==> src/design/qecc_pkg.sv <==
// Shared types and constants for the quad edge collision check block.
package qecc_pkg;

    localparam int FIELD_BITS   = 16;    // width of each coordinate field on the bus
    localparam int GATE_BITS    = 16;
    localparam int NUM_EDGES    = 4;
    localparam int EDGE_BITS    = 2;
    localparam int NUM_COORDS   = 10;    // corners 0..3 as x,y pairs, then centre x,y
    localparam int CENTER_X     = 8;
    localparam int CENTER_Y     = 9;
    localparam int S_TDATA_BITS = NUM_COORDS * FIELD_BITS;
    localparam int M_TDATA_BITS = 8;

    localparam logic [GATE_BITS-1:0] GATE_RESET = 16'd64;

    typedef enum logic [0:0] {
        CMD_LOAD = 1'b0,
        CMD_TEST = 1'b1
    } cmd_t;

    typedef enum logic [1:0] {
        ST_IDLE,
        ST_SCAN,
        ST_DONE
    } state_t;

    typedef struct packed {
        logic clear;    // new test item: forget earlier hits
        logic take;     // lane results valid this cycle
    } merge_ctl_t;

    typedef struct packed {
        logic                 found;
        logic [EDGE_BITS-1:0] side;
    } merge_stat_t;

endpackage

==> src/design/qecc_gate.sv <==
// Centre distance gate: squared distance against squared gate value.
module qecc_gate #(
    parameter int CB = 16
) (
    input  logic                           aclk,
    input  logic signed [CB-1:0]           a_cx,
    input  logic signed [CB-1:0]           a_cy,
    input  logic signed [CB-1:0]           b_cx,
    input  logic signed [CB-1:0]           b_cy,
    input  logic [qecc_pkg::GATE_BITS-1:0] gate,
    output logic                           gate_ok
);
    import qecc_pkg::*;

    localparam int DW = CB + 1;
    localparam int SW = 2 * CB + 1;
    localparam int GW = 2 * GATE_BITS;
    localparam int CW = (SW + 1 > GW) ? SW + 1 : GW;

    logic signed [DW-1:0] dx;
    logic signed [DW-1:0] dy;
    logic signed [SW:0]   sqx_full;
    logic signed [SW:0]   sqy_full;
    logic [SW-1:0]        sqx_reg;
    logic [SW-1:0]        sqy_reg;
    logic [GW-1:0]        g2_reg;
    logic [CW-1:0]        d2;
    logic                 gate_ok_reg;

    always_comb begin
        dx       = DW'(b_cx) - DW'(a_cx);
        dy       = DW'(b_cy) - DW'(a_cy);
        sqx_full = (SW+1)'(dx) * (SW+1)'(dx);
        sqy_full = (SW+1)'(dy) * (SW+1)'(dy);
        d2       = CW'(sqx_reg) + CW'(sqy_reg);
    end

    always_ff @(posedge aclk) begin
        sqx_reg     <= sqx_full[SW-1:0];
        sqy_reg     <= sqy_full[SW-1:0];
        g2_reg      <= GW'(gate) * GW'(gate);
        gate_ok_reg <= (d2 < CW'(g2_reg));
    end

    assign gate_ok = gate_ok_reg;

endmodule

==> config.mk <==
export PLATFORM = sky130hd
export DESIGN_NAME = qecc_gate
export DESIGN_NICKNAME = d
export VERILOG_FILES = /design/src/design/qecc_pkg.sv /design/src/design/qecc_gate.sv
export SDC_FILE = /design/constraint.sdc
export NUM_CORES = 2
export LEC_CHECK = 0
export BUFFER_PORTS_ARGS = -buffer_cell sky130_fd_sc_hd__buf_2
export CELL_PAD_IN_SITES_DETAIL_PLACEMENT = 1
export CELL_PAD_IN_SITES_GLOBAL_PLACEMENT = 1
export CORE_MARGIN = 3
export CORE_UTILIZATION = 40
export DETAILED_ROUTE_END_ITERATION = 10
export PLACE_DENSITY_LB_ADDON = 0.1
export SETUP_SLACK_MARGIN = 0.05
export SYNTH_ARGS = -nofsm -noshare
export SYNTH_HDL_FRONTEND = slang
export SYNTH_SLANG_ARGS = --single-unit
==> constraint.sdc <==
create_clock -name aclk -period 8.8 [get_ports aclk]
set_input_delay 0 -clock aclk [delete_from_list [all_inputs] [get_ports aclk]]
set_output_delay 0 -clock aclk [all_outputs]
set_load 0.005 [all_outputs]
# Yosys cells after proc, flatten, opt, wreduce, memory -nomap -nowiden
# Cells that the tools add are included.
[totals]
reg_bits = 99
elab_cells = 11
[op_classes]
add_sub_neg = 3
mul = 3
magnitude_cmp = 1
[ops]
columns = ["operator", "n"]
rows = [
  ["$mul A17 B17 Y33", 2],
  ["$add A33 B33 Y34", 1],
  ["$lt A34 B32 Y1", 1],
  ["$sub A16 B16 Y17", 2],
  ["$mul A16 B16 Y32", 1],
]

# Depth between registers and ports, before layout
[logic_depth]
depth_word = 2
ltp_mapped = 35

# Worst setup path before layout
# OpenSTA, ideal clock, no wires.
[synth_path]
path_type = "input-to-reg"
start = "input port a_cy[1]"
end = "register sqy_reg[30]"
arrival_time_ns = 7.239
required_time_ns = 8.728
path_slack_ns = 1.489
path_stages = 31
path_cell_list = "inv_1 ha_1 nor2b_1 o31a_1 or4_1 a211o_1 nand3_1 nand2_1 a21oi_4 inv_2 buf_4 nor2_1 fa_1 fa_1 inv_1 fa_1 inv_1 fa_1 fa_1 inv_1 fa_1 inv_1 ha_1 a21o_1 a21o_1 a21o_1 a2111oi_0 nand2b_1 o31ai_1 o41ai_1 xnor2_1"
[synth_between]
elab_chain_len = 2
[synth_rtl]
columns = ["element", "line_no", "rtl"]
rows = [
  ["from (decl)", "qecc_gate.sv:7", "input logic signed [CB-1:0] a_cy,"],
  ["$sub A16 B16 Y17", "qecc_gate.sv:32", "dy = DW'(b_cy) - DW'(a_cy);"],
  ["$mul A17 B17 Y33", "qecc_gate.sv:34", "sqy_full = (SW+1)'(dy) * (SW+1)'(dy);"],
  ["net sqy_full[30]", "qecc_gate.sv:23", "logic signed [SW:0] sqy_full;"],
  ["to (signal assigned)", "qecc_gate.sv:40", "sqy_reg <= sqy_full[SW-1:0];"],
  ["to (decl)", "qecc_gate.sv:25", "logic [SW-1:0] sqy_reg;"],
]
# The timed path passes the listed nets, and every way through them passes these cells.

# Final worst setup path
# Same ends and word-level chain as after synthesis.

==> run summary <==
outcome - completed
first-pass GRT wire length - 139 mm
Startpoint Class - primary input
total grt overflow - 0
Final Max Slew Viols - 0
Final Hold Fails - 0
CTS buffer count - 9
crit path DAT - 8.40 ns
Layout Skew - 0.0123 ns
GP Congestion - 0.840
Area Overhead vs Synth - 6.42%
Worst path max stage delay - 0.55 ns
Compound-Gate Fraction of Synth Area - 0.0811
Hold WS - 0.105 ns
commonest cells after routing, fill and taps aside - inv_1 (947), fa_1 (694), ha_1 (353)
Die Width - 287 um
largest family of logic cells by synthesized area - adder cells
vias per cell - 4.96
period utilization - 0.922
worst-case clock buffer depth - 2
kind of critical path - primary input to flip-flop
all-layer global routing usage - 0.212
Worst Hold Class - primary input to flip-flop
Final TNS setup - 0 ns
Avg Cell Area, Syn - 9.06 um2
simple-gate share of the synthesized area - 0.110
fmax - 123 MHz
Nets - 4,672
Filler cells - 9,158
die height - 287 um
Cell Rows - 102
# H-tree levels - 3
unrepaired setup endpoints after global routing - no
ANT nets after route - 0
Synth Area in Adders - 0.580
DRC - 0
CTS tree - yes
R2R setup slack - 3.77 ns
number of synthesized flops with an enable pin - 0
CTS clk-pin slew, worst paths - 0.07 ns
CTS Root Buffer Type - clkbuf_16
drt wl/cell - 18.0 um
hpwl dp - 72.1 mm
Initial DRT Pass Iterations - 5
final number of setup-violating endpoints - 0
Synth Register Bits - 96
die area - 0.0823 mm2
Yosys Warn Count - 0
Synth cell types - 84
WP data required - 9.08 ns
post-synthesis mux area share - 0.000991
Slew @ Worst Pin - 1.06 ns
fraction of registers with async set/reset - 0
CP max-delay cell - fa_1
Synth Instances - 3,483
antenna violations before repair - 0
Clk Latency, worst-skew pair - 0.36 ns
CTS Sinks - 96
vias in the first global route - 27,187
Final min period - 8.11 ns
Worst slew margin - 0.289
Post-Syn Area - 0.0316 mm2
largest net degree at the start of global routing - 20
critical path fanouts, max - 11
core area - 0.0778 mm2
Max Cap Viol - 0
vias post-DR - 22,748
DRT iter0 DRCs - 705
Seq/Total Area, Yosys - 0.0609
dominant synthesized flop cell - dfxtp_1
I/O Pins - 82
final WL - 82.5 mm
Sequential Area - 0.00192 mm2
syn nets - 4,611
most frequent CP cell - fa_1
XOR/XNOR share of the synthesized area - 0.0425
layout cells sized above 1 - 0.0524
# port buffers - 81
most common cell after layout, fill and taps aside - inv_1
starting density of the core - 0.405
Multi-input gate area - 0.0257 mm2
Crit. End Element - flip-flop
## through the flow
stage / instances / utilization / cell area [um2] / worst slack (ns)
6_report: 4590 / 0.431 / 33600 / 0.687
5_1_grt: 4589 / 0.431 / 33600 / 0.181
4_1_cts: 4589 / 0.431 / 33600 / 0.712
3_5_place_dp: 4572 / 0.427 / 33300 / 0.345
3_3_place_gp: 4572 / 0.427 / 33300 / 0.649
2_1_floorplan: 3483 / - / 31600 / 1.49
## worst max-delay path: cells and delay by family
kind,cells,cell delay [ns]
AOI/OAI and AO/OA,8,2.04
xor gates and xnor gates,2,0.63
adders and majority gates,8,3.58
and+or+nand+nor,5,1.20
buffers and inverters,8,0.92
## what timing repair did
item                      in CTS  in global routing
setup buffers                  0                  0
gates resized for setup        0                  0
hold endpoints to repair       1                  0
hold buffers                   1                  0
## routing by layer
metal,track usage,vias up,share of wire
met5,0,-,0
met3,0.0164,90,0.023
met2,0.396,263,0.53
met4,0.0439,0,0.020
li1,-,10597,-
met1,0.267,11798,0.43
## worst paths after layout
| path | from | end | depth (start not counted) |
|---|---|---|---|
| worst max-delay path | a_cy[1] | sqy_reg[30] | 31 |
| worst min-delay path | gate[1] | g2_reg[2] | 2 |
| worst max register to register | sqy_reg[3] | gate_ok | 18 |
| worst min register to register | sqy_reg[31] | gate_ok | 4 |
## cell usage after synthesis (4+ instances only)
cell	instances	area share
a31oi_1	7	0.0014
dfxtp_1	96	0.061
nor3_1	27	0.0043
nand4_1	10	0.0020
nand2_1	276	0.033
a21oi_1	108	0.017
xor2_1	39	0.011
ha_1	353	0.14
inv_1	947	0.11
nand3b_1	5	0.0012
o31a_1	5	0.0014
nor2_1	282	0.034
and3_1	23	0.0046
a221o_1	5	0.0016
xnor2_1	114	0.032
or2_2	10	0.0020
a311oi_1	4	0.0011
or3_1	11	0.0022
a21o_1	50	0.012
o211ai_1	13	0.0031
and2_1	55	0.011
inv_2	8	0.00095
nand2b_1	27	0.0054
buf_2	8	0.0013
clkbuf_1	60	0.0071
o31ai_1	12	0.0029
nor2b_1	20	0.0040
o311ai_0	5	0.0014
a211oi_1	12	0.0029
a2111oi_0	8	0.0022
o21ai_0	54	0.0086
o21a_1	17	0.0040
fa_1	694	0.44
a21boi_0	7	0.0017
nand3_1	17	0.0027
o21bai_1	16	0.0038
## area by class of cell
cell class | count | share of cell area
inverter | 959 | 0.107
multi-input combinational | 2355 | 0.766
sequential | 96 | 0.0572
tap | 1040 | 0.0388
timing repair buffer | 123 | 0.0215
clock inverter | 5 | 0.00142
clock buffer | 11 | 0.00753
antenna | 1 | 0.0000745
## cell families (layout without fill, tap and decap cells)
family,after synthesis,in the layout
compound gates,371,371
flops,96,96
mux,3,3
other cells,0,1
simple gates,781,781
xor+xnor,153,153
buf+inv,1032,1098
fa+ha+maj,1047,1047
Power is left out: the tool's default activity adds up to more than one toggle a clock period on the data nets, which glitch-free logic cannot reach.
