File: src/design/qecc_pkg.sv
// Shared types and constants for the quad edge collision check block.
package qecc_pkg;

    localparam int FIELD_BITS   = 16;    // width of each coordinate field on the bus
    localparam int GATE_BITS    = 16;
    localparam int NUM_EDGES    = 4;
    localparam int EDGE_BITS    = 2;
    localparam int NUM_COORDS   = 10;    // corners 0..3 as x,y pairs, then centre x,y
    localparam int CENTER_X     = 8;
    localparam int CENTER_Y     = 9;
    localparam int S_TDATA_BITS = NUM_COORDS * FIELD_BITS;
    localparam int M_TDATA_BITS = 8;

    localparam logic [GATE_BITS-1:0] GATE_RESET = 16'd64;

    typedef enum logic [0:0] {
        CMD_LOAD = 1'b0,
        CMD_TEST = 1'b1
    } cmd_t;

    typedef enum logic [1:0] {
        ST_IDLE,
        ST_SCAN,
        ST_DONE
    } state_t;

    typedef struct packed {
        logic clear;    // new test item: forget earlier hits
        logic take;     // lane results valid this cycle
    } merge_ctl_t;

    typedef struct packed {
        logic                 found;
        logic [EDGE_BITS-1:0] side;
    } merge_stat_t;

endpackage

File: src/design/qecc_merge.sv
// Merge of lane results: keeps the first hit in stored-edge-major order.
module qecc_merge (
    input  logic                                aclk,
    input  logic                                aresetn,
    input  qecc_pkg::merge_ctl_t                ctl,
    input  logic [qecc_pkg::NUM_EDGES-1:0]      meet,
    output qecc_pkg::merge_stat_t               stat
);
    import qecc_pkg::*;

    logic                 found_reg;
    logic                 found_next;
    logic [EDGE_BITS-1:0] side_reg;
    logic [EDGE_BITS-1:0] side_next;
    logic [EDGE_BITS-1:0] first_lane;

    always_comb begin
        first_lane = '0;
        for (int j = NUM_EDGES - 1; j >= 0; j--) begin
            if (meet[j]) begin
                first_lane = EDGE_BITS'(j);
            end
        end
        found_next = found_reg;
        side_next  = side_reg;
        priority if (ctl.clear) begin
            found_next = 1'b0;
            side_next  = '0;
        end else if (ctl.take && !found_reg && (|meet)) begin
            found_next = 1'b1;
            side_next  = first_lane;
        end
    end

    always_ff @(posedge aclk) begin
        if (!aresetn) begin
            found_reg <= 1'b0;
            side_reg  <= '0;
        end else begin
            found_reg <= found_next;
            side_reg  <= side_next;
        end
    end

    assign stat.found = found_next;
    assign stat.side  = side_next;

endmodule

File: config.mk
export PLATFORM = sky130hd
export DESIGN_NAME = qecc_merge
export DESIGN_NICKNAME = d
export VERILOG_FILES = /design/src/design/qecc_pkg.sv /design/src/design/qecc_merge.sv
export SDC_FILE = /design/constraint.sdc
export NUM_CORES = 1
export LEC_CHECK = 0
export ABC_AREA = 1
export BUFFER_PORTS_ARGS = -buffer_cell sky130_fd_sc_hd__buf_2
export CAP_MARGIN = 30
export CORE_AREA = 2 2 39 41
export DETAILED_ROUTE_END_ITERATION = 10
export DIE_AREA = 0 0 41 43
export HOLD_SLACK_MARGIN = 0.1
export SLEW_MARGIN = 25
export SYNTH_ARGS = -nofsm -noshare
export SYNTH_HDL_FRONTEND = slang
export SYNTH_SLANG_ARGS = --single-unit
File: constraint.sdc
create_clock -name aclk -period 2.3 [get_ports aclk]
set_clock_uncertainty 0.2 [all_clocks]
set_input_delay 0 -clock aclk [delete_from_list [all_inputs] [get_ports aclk]]
set_output_delay 0 -clock aclk [all_outputs]
set_load 0.01 [all_outputs]
* Yosys cells after proc, flatten, opt, wreduce, memory -nomap -nowiden
Cells that the tools add are included.
** Operators by class
- Muxes and demuxes :: 8
- Reductions and logical operators :: 4
** Operators with widths (count)
- $mux W2 :: 6
- $reduce_or A4 Y1 :: 1
- $logic_and A1 B1 Y1 :: 2
- $mux W1 :: 2
- $logic_not A1 Y1 :: 1
** Word-level totals
- Register bits after elaboration :: 3
- Word-level logic and storage cells :: 14

* Depth between registers and ports, before layout
- Depth in word-level cells :: 6
- Depth in mapped cells :: 7
- Depth with buffers taken out :: 7

* Worst setup path before layout
Ideal clock, no wire load.
- Path type :: reg2reg
- Start point :: register found_reg
- End point :: register side_reg[0]
- Setup time :: 0.114 ns
- Arrival :: 0.735 ns
- Data required time :: 1.986 ns
- Slack :: 1.251 ns
- Stages on the path, launching flop included :: 7
- Path buffers :: 0
- Period minus slack after synthesis :: 1.049 ns
- Path through :: dfxtp_1 nor2_2 nand2_1 nand2_1 nand2_1 nand3_2 nor2_1
** On the way
- Word-level cells in the longest chain between the ends :: 5
** Ends and longest elaborated chain
- start: declaration :: RTL line qecc_merge.sv:11 : logic found_reg;
- start signal: assignment :: RTL line qecc_merge.sv:40 : found_reg <= found_next;
- $logic_not A1 Y1 :: RTL line qecc_merge.sv:29 : end else if (ctl.take && !found_reg && (|meet)) begin
- $logic_and A1 B1 Y1 (2 in a row) :: RTL line qecc_merge.sv:29
- $mux W2 :: RTL line qecc_merge.sv:29
- $mux W2 :: RTL line qecc_merge.sv:26 : priority if (ctl.clear) begin
- end signal: assignment :: RTL line qecc_merge.sv:41 : side_reg <= side_next;
- end: declaration :: RTL line qecc_merge.sv:13 : logic [EDGE_BITS-1:0] side_reg;
No other way between the ends.
A chain may end at the register's enable or synchronous reset.

* Final worst setup path
- Start point :: input ctl[0] (netlist bit)
- End point :: register side_reg[1]
** On the way
- Word-level cells in the longest chain between the ends :: 4
** Ends and longest elaborated chain
- start: declaration :: RTL line qecc_merge.sv:5 : input qecc_pkg::merge_ctl_t ctl,
- $logic_and A1 B1 Y1 (2 in a row) :: RTL line qecc_merge.sv:29
- $mux W2 :: RTL line qecc_merge.sv:29
- $mux W2 :: RTL line qecc_merge.sv:26
No other way between the ends.

==> reports/results.md <==
| Metric | This run | Unit |
| --- | --- | --- |
| Run status | complete, no violations | - |
| Clk pin slew, worst setup/hold paths | 0.04 | ns |
| Most used DFF post-synth | sky130_fd_sc_hd__dfxtp_1 | - |
| Detailed-route vias per instance | 3.67 | - |
| CTS root buffer | sky130_fd_sc_hd__clkbuf_4 | - |
| H-tree level count | 1 | - |
| Critical Setup Path Class | primary input to flop | - |
| Remaining number of nets flagged by the antenna check after routing | 0 | - |
| Type of the worst min-delay path | primary input to output pin | - |
| Total I/O pin count | 11 | - |
| Sort of element at the start of the critical path | primary input | - |
| Final number of setup-violating endpoints | 0 | - |
| Register-to-register setup slack | 0.19 | ns |
| Share of power burned in registers | 28.6 | % |
| Count of routing violations after the opening detailed-route iteration | 1 | - |
| Via count of the first global-routing pass | 283 | - |
| Hold slack final | 0.268 | ns |
| Starting density of the core | 15.5 | % |
| Switching power total | 0.0524 | mW |
| Nature of the critical path endpoint | flop | - |
| Number of enable flip-flop cells after synthesis | 0 | - |
| Global-route wire length before repair | 876 | microns |
| Area of the mapped netlist | 214 | sq um |
| Proportion of layout cells with a drive suffix above 1 | 29.8 | % |
| CTS Buf Count | 3 | - |
| DRT Wirelength | 493 | microns |
| Rel. slew slack | 85.0 | % |
| WL per Instance | 6.75 | microns |
| Cell count after synthesis | 37 | - |
| Count of distinct cell types in the synthesized netlist | 11 | - |
| Post-placement setup slack | 1.18 | ns |
| Internal Dissipation | 0.143 | mW |
| DRC Markers | 0 | - |
| Area after detailed placement | 277 | sq um |
| Horiz. Die Dim | 41 | microns |
| # nets final | 66 | - |
| Count of warnings emitted by yosys | 0 | - |
| Setup repair after global routing missed its margin | no | - |
| Total power per unit cell area | 524 | mW/mm^2 |
| Global router's overall resource usage | 7.41 | % |
| Crit path DAT | 2.17 | ns |
| CP Capture Point | side_reg[1]$_SDFF_PN0_ | - |
| Total gr overflow | 0 | - |
| Count of instances resized after the clock tree is built | 0 | - |
| Share of flip-flops with an asynchronous set or reset | 0 | % |
| Post-cts hold buffer count | 7 | - |
| Shortest clock period the worst path allows after layout | 2.19 | ns |
| Largest fanout on the critical path | 3 | - |
| Number of placement rows | 14 | - |
| Maximum number of pins on one net before global-route repair | 4 | - |
| Pin slew with the least headroom to its limit | 0.224 | ns |
| Net count of the mapped netlist | 45 | - |
| Startpoint of the most critical register-to-register path | found_reg$_SDFF_PN0_ | - |
| CP Launch Point | ctl[0] | - |
| Buffers from clock root to sink, at most | 2 | - |
| Area delta synth->final | 74.3 | % |
| Number of setup buffers added after CTS | 0 | - |
| Flops & latches, synth | 3 | - |
| Number of diodes | 0 | - |
| RePlAce Congestion | 0.659 | - |
| Mean Syn Cell Area | 5.78 | sq um |
| Half-perimeter wire length after detailed placement | 357 | microns |
| Placed cells | 62 | - |
| Clock latency on the worst-skew pair | 0.23 | ns |
| Floorplan die height | 43 | microns |
| Vias after detailed routing | 268 | - |
| Setup_tns | 0 | ns |
| Area of the placeable core | 0.00138 | sq mm |
| Max-slew violation total from the final report | 0 | - |
| Top cells by instance count after synthesis | sky130_fd_sc_hd__nand2_1, sky130_fd_sc_hd__inv_1, sky130_fd_sc_hd__nor2_1, sky130_fd_sc_hd__dfxtp_1 | - |
| Number of cell instances on the worst register-to-register path | 5 | - |
| Crit path setup slack, layout | 0.109 | ns |
| Area contributors post-synth | sky130_fd_sc_hd__dfxtp_1, sky130_fd_sc_hd__nand2_1, sky130_fd_sc_hd__inv_1 | - |
| CTS tree | done | - |
| Total die area | 0.00176 | sq mm |
| Proportion of total power due to net switching | 26.8 | % |
| PortBufs | 10 | - |
| Top-area cell type share of the netlist area | 28.1 | % |
| Hold_sp | meet[0] | - |
| Final instance count without filler cells | 73 | - |
| Logic gate share of total power | 23.8 | % |
| Period utilisation layout | 95.2 | % |
| Cell type with the largest total area after synthesis | sky130_fd_sc_hd__dfxtp_1 | - |
| Count of max-cap constraint violations | 0 | - |
| Number of sinks driven by the clock tree | 3 | - |
| Max Fclk | 0.456 | GHz |
| Most common cell in the netlist | sky130_fd_sc_hd__nand2_1 | - |
| Proportion of synthesized chip area in sequential cells | 28.1 | % |
| Final Instance Area | 373 | sq um |
| Length of the first detailed-routing pass in iterations | 2 | - |
| Worst vdd ir | 0.164 | mV |
| Lkg Pwr | 0.220 | nW |
| Part of the total power dissipated in the clock network | 47.6 | % |
| Reg2Reg Capture Point | side_reg[1]$_SDFF_PN0_ | - |
| Antenna violations before repair | 0 | - |
| Hold Vio Cnt, Final | 0 | - |
| Crit path required time | 2.28 | ns |
| Flip-flop count of the largest register, all copies and words added | 2 | - |
==> power by group through the flow <==
stage | clock, mW | sequential (mW) | combinational, mW
6_report | 0.0929 | 0.0559 | 0.0465
3_3_place_gp | 0 | 0.0567 | 0.0365
5_1_grt | 0.0980 | 0.0561 | 0.0528
4_1_cts | 0.0939 | 0.0559 | 0.0467
3_5_place_dp | 0 | 0.0567 | 0.0370
2_1_floorplan | 0 | 0.0565 | 0.0252
==> stage by stage <==
stage | utilization (%) | power [mW]
3_5_place_dp | 20.0 | 0.0937
4_1_cts | 26.9 | 0.197
6_report | 26.9 | 0.195
2_1_floorplan | - | 0.0816
3_3_place_gp | 20.0 | 0.0932
5_1_grt | 26.9 | 0.207
==> worst max-delay path, cell delays in order <==
cell	delay (ns)
sky130_fd_sc_hd__dlygate4sd3_1	0.52
sky130_fd_sc_hd__buf_2	0.09
sky130_fd_sc_hd__inv_1	0.03
sky130_fd_sc_hd__nor2_2	0.12
sky130_fd_sc_hd__nand2_2	0.08
sky130_fd_sc_hd__dlygate4sd3_1	0.56
sky130_fd_sc_hd__a211oi_1	0.18
sky130_fd_sc_hd__dlygate4sd3_1	0.56
==> per-layer routing <==
metal  track usage, %  part of all wire, %  vias to the layer above
met3             1.57                  3.2                        2
met2             13.4                   56                        6
li1                 -                    -                      144
met4             6.00                  2.6                        0
met1             6.07                   38                      116
met5                0                    0                        -
==> cell type report <==
type | instances | area (sq um)
Sequential cell | 3 | 60.1
Timing Repair Buffer | 17 | 120
Fill cell | 156 | 1010
Clock buffer | 4 | 26.3
Inverter | 10 | 37.5
Tap cell | 16 | 20.0
Multi-Input combinational cell | 23 | 109
==> layout by cell type (no fill, tap or decap) <==
cell and n:
sky130_fd_sc_hd__nor2_2 1, sky130_fd_sc_hd__buf_2 10, sky130_fd_sc_hd__clkbuf_1 1, sky130_fd_sc_hd__clkbuf_4 3, sky130_fd_sc_hd__a21oi_1 1, sky130_fd_sc_hd__nand2_2 1
sky130_fd_sc_hd__nand3_2 1, sky130_fd_sc_hd__dlygate4sd3_1 7, sky130_fd_sc_hd__nor3_2 1, sky130_fd_sc_hd__a211oi_1 1, sky130_fd_sc_hd__dfxtp_1 3, sky130_fd_sc_hd__inv_1 10
sky130_fd_sc_hd__nor2_1 5, sky130_fd_sc_hd__nand2_1 12
==> kinds of logic after synthesis <==
logic type      share of synthesized area, %
compound gates                          5.85
simple gates                            45.0
flops                                   28.1
buf+inv                                 21.1
==> worst min-delay path by stage <==
stage / endpoint / slack [ns] / depth (start not counted)
2_1_floorplan: found_reg$_SDFF_PN0_ / -0.13 / 1
5_1_grt: stat[1] / 0.32 / 6
3_3_place_gp: found_reg$_SDFF_PN0_ / 0.006 / 2
3_5_place_dp: found_reg$_SDFF_PN0_ / 0.008 / 2
4_1_cts: stat[0] / 0.28 / 7
6_report: stat[0] / 0.27 / 7
Power figures use the tool's default switching activity.
